<file path="src/sv/idb_pkg.sv">
// Shared types and codes for the indexed deque buffer.
package idb_pkg;

  // Default sizing
  localparam int DEPTH_DEF      = 16;
  localparam int ELEM_WIDTH_DEF = 32;

  // Fixed field widths on the stream ports
  localparam int OP_W    = 4;
  localparam int POS_W   = 5;
  localparam int WORD_W  = 32;
  localparam int COUNT_W = 5;
  localparam int STAT_W  = 2;

  // Request codes
  typedef enum logic [OP_W-1:0] {
    OP_PUSH_BACK  = 4'd0,
    OP_PUSH_FRONT = 4'd1,
    OP_INSERT     = 4'd2,
    OP_REPLACE    = 4'd3,
    OP_READ       = 4'd4,
    OP_POP_BACK   = 4'd5,
    OP_POP_FRONT  = 4'd6,
    OP_REMOVE     = 4'd7,
    OP_CLEAR      = 4'd8
  } op_t;

  // Status codes
  localparam logic [STAT_W-1:0] ST_OK    = 2'd0;
  localparam logic [STAT_W-1:0] ST_FULL  = 2'd1;
  localparam logic [STAT_W-1:0] ST_EMPTY = 2'd2;
  localparam logic [STAT_W-1:0] ST_RANGE = 2'd3;

  // Per-cell update select, one per cell in the chain
  typedef struct packed {
    logic load;        // take the request word
    logic from_left;   // take lower neighbor (gap opens)
    logic from_right;  // take upper neighbor (gap closes)
  } cell_ctl_t;

endpackage

</file>
<file path="src/sv/indexed_deque_buffer.sv">
// Indexed deque buffer: bounded ordered list built as a chain of word cells.
//
// Requests enter on the s_* stream; each accepted beat carries an opcode
// (push back/front, insert, replace, read, pop back/front, remove, clear),
// a logical position and a data word. Every request yields exactly one
// result beat on the m_* stream: the read or removed word (else zero), the
// element count after the request, and a status (ok, full, empty, index
// out of range). A refused request leaves the list unchanged.
// Inserts and removals shift all affected cells by one place in the same
// cycle, so the result is presented in the cycle after acceptance and one
// request can be taken per cycle while the receiver does not stall.
// The result sits in an output register; while the receiver stalls
// (m_tready low with m_tvalid high) s_tready drops and no request is taken.
// Reset clears the element count and the output valid; cell contents are
// not cleared and are only ever read below the count.
module indexed_deque_buffer
  import idb_pkg::*;
#(
  parameter int DEPTH      = DEPTH_DEF,
  parameter int ELEM_WIDTH = ELEM_WIDTH_DEF
) (
  input  logic        clk,
  input  logic        rst,
  input  logic        s_tvalid,
  output logic        s_tready,
  input  logic [47:0] s_tdata,  // opcode[3:0], position[8:4], data_word[40:9], zero
  output logic        m_tvalid,
  input  logic        m_tready,
  output logic [39:0] m_tdata   // read_word[31:0], element_count[36:32], status[38:37], zero
);

  localparam int CW   = $clog2(DEPTH + 1);
  localparam int IW   = $clog2(DEPTH);
  localparam int MAXW = (ELEM_WIDTH > WORD_W) ? ELEM_WIDTH : WORD_W;

  logic                  fire;
  op_t                   op;
  logic [POS_W-1:0]      pos;
  logic [WORD_W-1:0]     data_word;
  logic [ELEM_WIDTH-1:0] load_word;
  cell_ctl_t             cell_ctl [DEPTH];
  logic [ELEM_WIDTH-1:0] words [DEPTH];
  logic [IW-1:0]         rd_idx;
  logic                  rd_en;
  logic [STAT_W-1:0]     status;
  logic [CW-1:0]         count_next;
  logic [MAXW-1:0]       rd_ext;
  logic [WORD_W-1:0]     read_word;

  // Unpack request beat
  assign op        = op_t'(s_tdata[3:0]);
  assign pos       = s_tdata[8:4];
  assign data_word = s_tdata[40:9];
  assign load_word = ELEM_WIDTH'(data_word);

  // No beat is taken while in reset
  assign s_tready = !rst && (!m_tvalid || m_tready);
  assign fire     = s_tvalid && s_tready;

  idb_ctrl #(
    .DEPTH (DEPTH)
  ) u_ctrl (
    .clk        (clk),
    .rst        (rst),
    .fire       (fire),
    .op         (op),
    .pos        (pos),
    .cell_ctl   (cell_ctl),
    .rd_idx     (rd_idx),
    .rd_en      (rd_en),
    .status     (status),
    .count_next (count_next)
  );

  // Cell chain, each cell linked to both neighbors
  for (genvar i = 0; i < DEPTH; i++) begin : g_cell
    logic [ELEM_WIDTH-1:0] left_word;
    logic [ELEM_WIDTH-1:0] right_word;
    if (i == 0) begin : g_lo
      assign left_word = '0;
    end else begin : g_lo
      assign left_word = words[i-1];
    end
    if (i == DEPTH - 1) begin : g_hi
      assign right_word = '0;
    end else begin : g_hi
      assign right_word = words[i+1];
    end
    idb_cell #(
      .ELEM_WIDTH (ELEM_WIDTH)
    ) u_cell (
      .clk        (clk),
      .ctl        (cell_ctl[i]),
      .load_word  (load_word),
      .left_word  (left_word),
      .right_word (right_word),
      .word       (words[i])
    );
  end

  // Word returned by read, pops and remove
  assign rd_ext    = MAXW'(words[rd_idx]);
  assign read_word = rd_en ? rd_ext[WORD_W-1:0] : '0;

  // Result register
  always_ff @(posedge clk) begin
    if (rst) begin
      m_tvalid <= 1'b0;
    end else if (fire) begin
      m_tvalid <= 1'b1;
    end else if (m_tready) begin
      m_tvalid <= 1'b0;
    end
  end

  always_ff @(posedge clk) begin
    if (fire) begin
      m_tdata <= {1'b0, status, COUNT_W'(count_next), read_word};
    end
  end

endmodule

</file>
<file path="src/sv/idb_cell.sv">
// One storage cell of the element chain.
module idb_cell
  import idb_pkg::*;
#(
  parameter int ELEM_WIDTH = ELEM_WIDTH_DEF
) (
  input  logic                  clk,
  input  cell_ctl_t             ctl,
  input  logic [ELEM_WIDTH-1:0] load_word,
  input  logic [ELEM_WIDTH-1:0] left_word,
  input  logic [ELEM_WIDTH-1:0] right_word,
  output logic [ELEM_WIDTH-1:0] word
);

  logic [ELEM_WIDTH-1:0] word_next;

  // Select the new content; hold otherwise
  always_comb begin
    if (ctl.load) begin
      word_next = load_word;
    end else if (ctl.from_left) begin
      word_next = left_word;
    end else if (ctl.from_right) begin
      word_next = right_word;
    end else begin
      word_next = word;
    end
  end

  always_ff @(posedge clk) begin
    word <= word_next;
  end

endmodule

</file>
<file path="src/sv/idb_ctrl.sv">
// Request decode, status checks, fill count and per-cell shift control.
module idb_ctrl
  import idb_pkg::*;
#(
  parameter int DEPTH = DEPTH_DEF
) (
  input  logic                       clk,
  input  logic                       rst,
  input  logic                       fire,
  input  op_t                        op,
  input  logic [POS_W-1:0]           pos,
  output cell_ctl_t                  cell_ctl [DEPTH],
  output logic [$clog2(DEPTH)-1:0]   rd_idx,
  output logic                       rd_en,
  output logic [STAT_W-1:0]          status,
  output logic [$clog2(DEPTH+1)-1:0] count_next
);

  localparam int CW   = $clog2(DEPTH + 1);
  localparam int IW   = $clog2(DEPTH);
  localparam int CMPW = (CW > POS_W) ? CW : POS_W;

  logic [CW-1:0]   count;
  logic [CMPW-1:0] cnt_x;
  logic [CMPW-1:0] pos_x;
  logic [CMPW-1:0] at;
  logic            full;
  logic            empty;
  logic            do_open;
  logic            do_close;
  logic            do_write;
  logic            do_read;
  logic            do_clear;

  assign cnt_x = CMPW'(count);
  assign pos_x = CMPW'(pos);
  assign full  = (count == CW'(DEPTH));
  assign empty = (count == '0);

  // Decode: target index, status and action
  always_comb begin
    at       = '0;
    status   = ST_OK;
    do_open  = 1'b0;
    do_close = 1'b0;
    do_write = 1'b0;
    do_read  = 1'b0;
    do_clear = 1'b0;
    case (op)
      OP_PUSH_BACK, OP_PUSH_FRONT, OP_INSERT: begin
        if (op == OP_PUSH_BACK) begin
          at = cnt_x;
        end else if (op == OP_INSERT) begin
          at = pos_x;
        end
        if (full) begin
          status = ST_FULL;
        end else if (at > cnt_x) begin
          status = ST_RANGE;
        end else begin
          do_open = 1'b1;
        end
      end
      OP_REPLACE, OP_READ, OP_POP_BACK, OP_POP_FRONT, OP_REMOVE: begin
        if (op == OP_POP_BACK) begin
          at = cnt_x - CMPW'(1);
        end else if (op != OP_POP_FRONT) begin
          at = pos_x;
        end
        if (empty) begin
          status = ST_EMPTY;
        end else if (at >= cnt_x) begin
          status = ST_RANGE;
        end else if (op == OP_REPLACE) begin
          do_write = 1'b1;
        end else if (op == OP_READ) begin
          do_read = 1'b1;
        end else begin
          do_close = 1'b1;
        end
      end
      OP_CLEAR: begin
        do_clear = 1'b1;
      end
      default: begin
        // unused codes: no effect
      end
    endcase
  end

  // Count after this request
  always_comb begin
    if (do_clear) begin
      count_next = '0;
    end else if (do_open) begin
      count_next = count + CW'(1);
    end else if (do_close) begin
      count_next = count - CW'(1);
    end else begin
      count_next = count;
    end
  end

  assign rd_idx = at[IW-1:0];
  assign rd_en  = do_read || do_close;

  // Each cell compares its own index with the target and the fill count
  for (genvar i = 0; i < DEPTH; i++) begin : g_ctl
    always_comb begin
      cell_ctl[i].load       = fire && (do_open || do_write) && (at == CMPW'(i));
      cell_ctl[i].from_left  = fire && do_open && (CMPW'(i) > at) && (CMPW'(i) <= cnt_x);
      cell_ctl[i].from_right = fire && do_close && (CMPW'(i) >= at)
                               && ((CMPW'(i) + CMPW'(1)) < cnt_x);
    end
  end

  always_ff @(posedge clk) begin
    if (rst) begin
      count <= '0;
    end else if (fire) begin
      count <= count_next;
    end
  end

endmodule
</file>
<file path="config.mk">
export PLATFORM = sky130hd
export DESIGN_NAME = indexed_deque_buffer
export DESIGN_NICKNAME = d
export VERILOG_FILES = /design/src/sv/idb_pkg.sv /design/src/sv/indexed_deque_buffer.sv /design/src/sv/idb_cell.sv /design/src/sv/idb_ctrl.sv
export SDC_FILE = /design/constraint.sdc
export NUM_CORES = 1
export LEC_CHECK = 0
export BUFFER_PORTS_ARGS = -buffer_cell sky130_fd_sc_hd__buf_4
export CAP_MARGIN = 30
export CELL_PAD_IN_SITES_DETAIL_PLACEMENT = 0
export CELL_PAD_IN_SITES_GLOBAL_PLACEMENT = 1
export CORE_ASPECT_RATIO = 1.75
export CORE_MARGIN = 1
export CORE_UTILIZATION = 45
export CTS_CLUSTER_DIAMETER = 100
export CTS_CLUSTER_SIZE = 30
export DETAILED_ROUTE_END_ITERATION = 8
export PLACE_DENSITY = 0.81
export SLEW_MARGIN = 20
export SYNTH_ARGS = -nofsm -noshare
export SYNTH_HDL_FRONTEND = slang
export SYNTH_SLANG_ARGS = --single-unit
</file>
<file path="constraint.sdc">
create_clock -name clk -period 9.25 [get_ports clk]
set_input_delay 0.925 -clock clk [delete_from_list [all_inputs] [get_ports clk]]
set_output_delay 0.925 -clock clk [all_outputs]
set_load 0.1 [all_outputs]
</file>
==> results of run 1 <==
[cell type report]
class,count,area (µm²)
Clock buffer,23,576
Clock inverter,3,20.0
Fill cell,6790,38300
Inverter,12,45.0
Multi-Input combinational cell,2391,15900
Sequential cell,557,16700
Tap cell,938,1170
Timing Repair Buffer,170,1350
[per-layer routing]
layer  wire length, µm  GRT usage [%]
met4             10800           24.3
met1             43700           38.4
met5                14              0
met2             59500           54.5
met3             12700           5.30
[registers in the layout (all words and copies together) (netlist names)]
name,flops
m_tdata,39
g_cell.u_cell.word,512
u_ctrl.cnt_x,5
m_tvalid,1
[layout by cell type (no fill, tap or decap), drive strengths merged, types with 5 or more instances in the layout]
cell type  count
o221ai        33
a32o          65
o31ai          6
a21o          69
a22o          99
ha            15
xnor2          6
nor2         264
or2            5
nor4b          5
and2           6
nand4         72
dfxtp          6
a32oi         34
buf          170
mux2         224
edfxtp       551
mux2i        230
nand2b        10
a31oi        105
nand3        118
a21oi        256
nor3          51
nand2        524
a211oi         5
o21ai        115
and3           9
o2111ai        8
o211ai         6
clkbuf        23
inv           11
[final timing paths]
check | start | to | slack (ps) | depth (start not counted)
max | u_ctrl.cnt_x[0] | g_cell[12].u_cell.word[24] | 2720 | 17
min | rst | m_tvalid | 530 | 2
max reg2reg | u_ctrl.cnt_x[0] | g_cell[12].u_cell.word[24] | 2720 | 17
min reg2reg | g_cell[12].u_cell.word[17] | g_cell[11].u_cell.word[17] | 600 | 1
[worst max-delay path, cell delays in order (launching register included)]
cell	delay (ps)
dfxtp_1	780
inv_1	300
ha_1	350
nor3b_1	170
xnor2_1	480
and3_1	230
a21oi_1	40
o21ai_0	200
ha_1	280
a21oi_1	160
and2_1	160
o21a_2	210
and3_1	840
o2111a_2	930
buf_4	390
nor2_4	180
buf_4	340
a21o_1	220
[cells by family after synthesis]
| logic type | Yosys count | synth area share, % |
|---|---|---|
| muxes | 454 | 14.3 |
| other | 1 | 0.0111 |
| buffers and inverters | 323 | 4.50 |
| DFF | 557 | 49.5 |
| adders and majority gates | 15 | 0.558 |
| and+or+nand+nor | 1082 | 14.0 |
| AOI/OAI and AO/OA | 833 | 16.9 |
| xor gates and xnor gates | 6 | 0.156 |
[through the flow]
| step | power [mW] | cell area, µm² | cells | util [%] |
|---|---|---|---|---|
| floorplan | 3.19 | 33700 | 3271 | - |
| global placement | 3.39 | 35000 | 4062 | 47.3 |
| detailed placement | 3.39 | 35100 | 4065 | 47.4 |
| CTS | 4.61 | 35700 | 4091 | 48.2 |
| global route | 4.72 | 35700 | 4094 | 48.3 |
| finish | 4.61 | 35700 | 4094 | 48.3 |
[power by group through the flow]
stage / logic, mW / clock network (mW) / registers, mW
detailed placement: 0.566 / 0 / 2.83
global placement: 0.558 / 0 / 2.83
floorplan: 0.319 / 0 / 2.87
finish: 0.586 / 1.25 / 2.77
global route: 0.611 / 1.34 / 2.77
CTS: 0.568 / 1.27 / 2.77
==> impl_metrics.toml, run 1 <==
[run_status]
outcome = "finished, final reports clean"

[pwr]
switchingPower_mw = 1.25
leakagePower_nw = 13.3
swShare_pct = 27.1
ir_worst_vdd_v = 0.000134
pwr-share-clk_pct = 27.2
power_frac_seq_pct = 60.1
p_int_mw = 3.36
combPwrFrac_pct = 12.7
power.density_nw_per_um2 = 129

[floorplan]
die_area_um2 = 75900
core_area_um2 = 74000
start_util_pct = 45.5
rows = 132
ios = 94
fp.dieW_um = 209
die_h_um = 364

[min_path]
min_path_type = "input port to flop"

[global_routing]
grt_usage_pct = 32.8
grt_pass1_wl_um = 185000
grt_overflow = 0
grt_max_degree = 82
antenna_found_initial = 1
grt_pass1_vias = 28300

[critical_path]
end_kind = "flop"
startpoint_type = "flop"
critical_path_class = "flop to flop"
arrival_ps = 6920
cp_max_fo = 22
crit_required_ps = 9640

[finish]
antenna_cells = 0
area_delta_synth_final_pct = 6.15
drive_above_1_share_pct = 12.9
nets = 3221

[drt]
totalWireLength_um = 127000
drtIter0Drc = 3362
wl_per_cell_um = 30.9
drt-pass1-iter-count = 7
drc = 0
num_vias = 28600
drtAntennaViolNets = 0
via_per_inst = 6.97

[place]
post-place-ws_ps = 2870
dp_hpwl_um = 70700
port-buffer-count = 85
gp_congestion = 0.878

[yosys]
synth-seq-cells = 557
synth_warnings = 0
ys_top_cells_by_count = "551 x edfxtp_1, 524 x nand2_1, 262 x nor2_1, 253 x a21oi_1, 230 x mux2i_1"
synthArstFlopShare_pct = 0
seq_area_frac_synth_pct = 49.5
synth.area.top_cells = "edfxtp_1 49%, mux2i_1 6.8%, nand2_1 5.8%, mux2_2 4.2%, a21oi_1 3.8%"
synth_edf_count = 551
yosys.cell_types.count = 83
yosys.area.top_type = "edfxtp_1"
synth_fp_nets = 3338
synthDominantCellAreaShare_pct = 49.2
synthMostInstantiatedCell = "edfxtp_1"
netlist_area_um2 = 33700
syn_inst = 3271
post_synth.cell_area_avg_um2 = 10.3
ys.flop_type = "edfxtp_1"

[clock_tree]
cts.sinks = 557
htreeDepth = 1
cts-buffers-inserted = 22
cts_tree = "built"
path_clk_slew_ps = 120
cts_hold_buffers = 0
post_cts_resized = 0
cts_root_buffer = "clkbuf_16"
post_cts_buffers = 0
worst_skew_pair.late_latency_ps = 630
cts_buffer_depth = 3

[timing]
slew_violations = 0
fin_skew_ps = 21.5
setup_slack_ps = 2720
rsz0062_at_grt = "false"
finalCritPeriodShare_pct = 70.6
tightestPinTransition_ps = 1050
setup_viol = 0
max_freq_mhz = 153
holdWs_ps = 529
setup_tns_ps = 0
hold_viol = 0
fin_crit_ps = 6540
max_slew_margin_pct = 30.2

[job]
max-cap-violations = 0
Note: power is estimated with default switching activity, not from simulation.
==> run 2, diff against run 1 <==
==> constraint.sdc (replaced) <==
create_clock -name clk -period 6.2 [get_ports clk]
set_input_delay 0.62 -clock clk [delete_from_list [all_inputs] [get_ports clk]]
set_output_delay 0.62 -clock clk [all_outputs]
set_load 0.1 [all_outputs]
==> run 2 against run 1 <==
- setup slack worse by 1400 ps
- largest cell class unchanged
- first-iteration DRC count is 1.4% lower
- largest power group unchanged
- critical path type unchanged
- sequential power is 49% higher
- clock skew is 12 ps higher
==> impl_metrics.toml, run 2 (synthesized netlist as in run 1, its figures left out) <==
[critical_path]
cp_max_fo = 32
r2r-start = "u_ctrl.cnt_x[0]"
critical_path_class = "flop to flop"
crit_end = "g_cell[4].u_cell.word[17]"
crit_path_start = "u_ctrl.cnt_x[0]"
arrival_ps = 5150
crit_required_ps = 6450
startpoint_type = "flop"
worstReg2RegEnd = "g_cell[4].u_cell.word[17]"
ff2ff_setup_slack_ps = 1310
end_kind = "flop"
worst_r2r_path_depth = 15

[timing]
tightestPinTransition_ps = 1180
hold_viol = 0
fin_crit_ps = 4890
setup_viol = 0
setup_tns_ps = 0
slew_violations = 0
rsz0062_at_grt = "false"
fin_skew_ps = 33.2
finalCritPeriodShare_pct = 78.9
max_freq_mhz = 204
max_slew_margin_pct = 21.2

[drt]
drtAntennaViolNets = 0
drc = 0
num_vias = 28700
drt-pass1-iter-count = 6
totalWireLength_um = 128000
via_per_inst = 6.96
drtIter0Drc = 3314
wl_per_cell_um = 31.0

[clock_tree]
cts.sinks = 557
worst_skew_pair.late_latency_ps = 630
post_cts_buffers = 0
cts_hold_buffers = 0
cts_tree = "built"
cts-buffers-inserted = 23
post_cts_resized = 0
path_clk_slew_ps = 110
cts_root_buffer = "clkbuf_16"
cts_buffer_depth = 3
htreeDepth = 1

[pwr]
power.density_nw_per_um2 = 193
leakagePower_nw = 13.4
power_mw = 6.94
ir_worst_vdd_v = 0.000179

[finish]
nFillCells = 6766
area_delta_synth_final_pct = 7.05
largest_reg_flops = 512
layout_commonest_cell = "edfxtp_1"
drive_above_1_share_pct = 13.6
multi_input_area_um2 = 15900
seqCellArea_um2 = 16700
final_cell_mix = "551 x edfxtp_1, 522 x nand2_1, 257 x nor2_1, 252 x a21oi_1, 230 x mux2i_1"
nets = 3247
largest-register = "g_cell.u_cell.word"
antenna_cells = 0
fin_util_pct = 48.7

[global_routing]
grt_usage_pct = 33.0
grt_max_degree = 163
grt_use_met1_pct = 38.6
grt_pass1_wl_um = 186000
busiest_layer = "met2"
grt_pass1_vias = 28500
antenna_found_initial = 1
grt_util_met2_pct = 55.2
grt_overflow = 0
use_met3_pct = 4.52

[min_path]
min_path_type = "input port to flop"

[floorplan]
rows = 132
start_util_pct = 45.5
fp.dieW_um = 209
die_h_um = 364
ios = 94
die_area_um2 = 75900
core_area_um2 = 74000

[run_status]
outcome = "finished, final reports clean"

[place]
gp_congestion = 0.923
port-buffer-count = 85
dp_hpwl_um = 75700

[job]
max-cap-violations = 0
## run 2: cell type report
cell class	instances	share of cell area [%]
clock buffers	23	1.60
clock inverters	3	0.153
inverters	12	0.125
well taps	938	3.26
multi-input cells	2391	44.1
flip-flops and latches	557	46.3
repair buffers	195	4.51
## run 2: report_power, final
part           switching, mW  internal [mW]
sequential            0.0152           4.11
clock                   1.23          0.694
combinational          0.659          0.231
total                   1.91           5.04
## run 2: per-stage QoR
step / std cells / setup WS [ps] / instance area, µm² / hold WS [ps]
2_1_floorplan: 3271 / 393 / 33700 / 543
3_3_place_gp: 4092 / 1190 / 35400 / 552
3_5_place_dp: 4093 / 1120 / 35400 / 569
4_1_cts: 4119 / 1360 / 36000 / 204
5_1_grt: 4119 / 1060 / 36000 / 227
6_report: 4119 / 1310 / 36000 / 211
## run 2: worst min-delay path by stage
stage | start | end | slack, ps | cells after the start
2_1_floorplan | g_cell[12].u_cell.word[13] | g_cell[11].u_cell.word[13] | 540 | 1
3_3_place_gp | g_cell[13].u_cell.word[0] | g_cell[12].u_cell.word[0] | 550 | 1
3_5_place_dp | g_cell[12].u_cell.word[5] | g_cell[11].u_cell.word[5] | 570 | 1
4_1_cts | rst | m_tvalid | 200 | 2
5_1_grt | rst | m_tvalid | 230 | 2
6_report | rst | m_tvalid | 210 | 2
## run 2: metal layers
metal / up-vias / part of all wire (%)
met1: 13900 / 35
met5: - / 0.056
met3: 615 / 9.6
li1: 12100 / -
met2: 2031 / 48
met4: 4 / 8.2
## run 2: worst max-delay path, cell delays in order, from the launching register on
cell and delay, ps:
dfxtp_1 350, inv_1 160, ha_1 350, xnor2_1 460, nor2_1 90, a21oi_1 120, o21ai_0 100, ha_1 300
a21o_1 160, a31oi_1 260, o21a_2 290, a22oi_4 100, nor3_1 320, and3_2 610, o21bai_4 230, buf_4 540
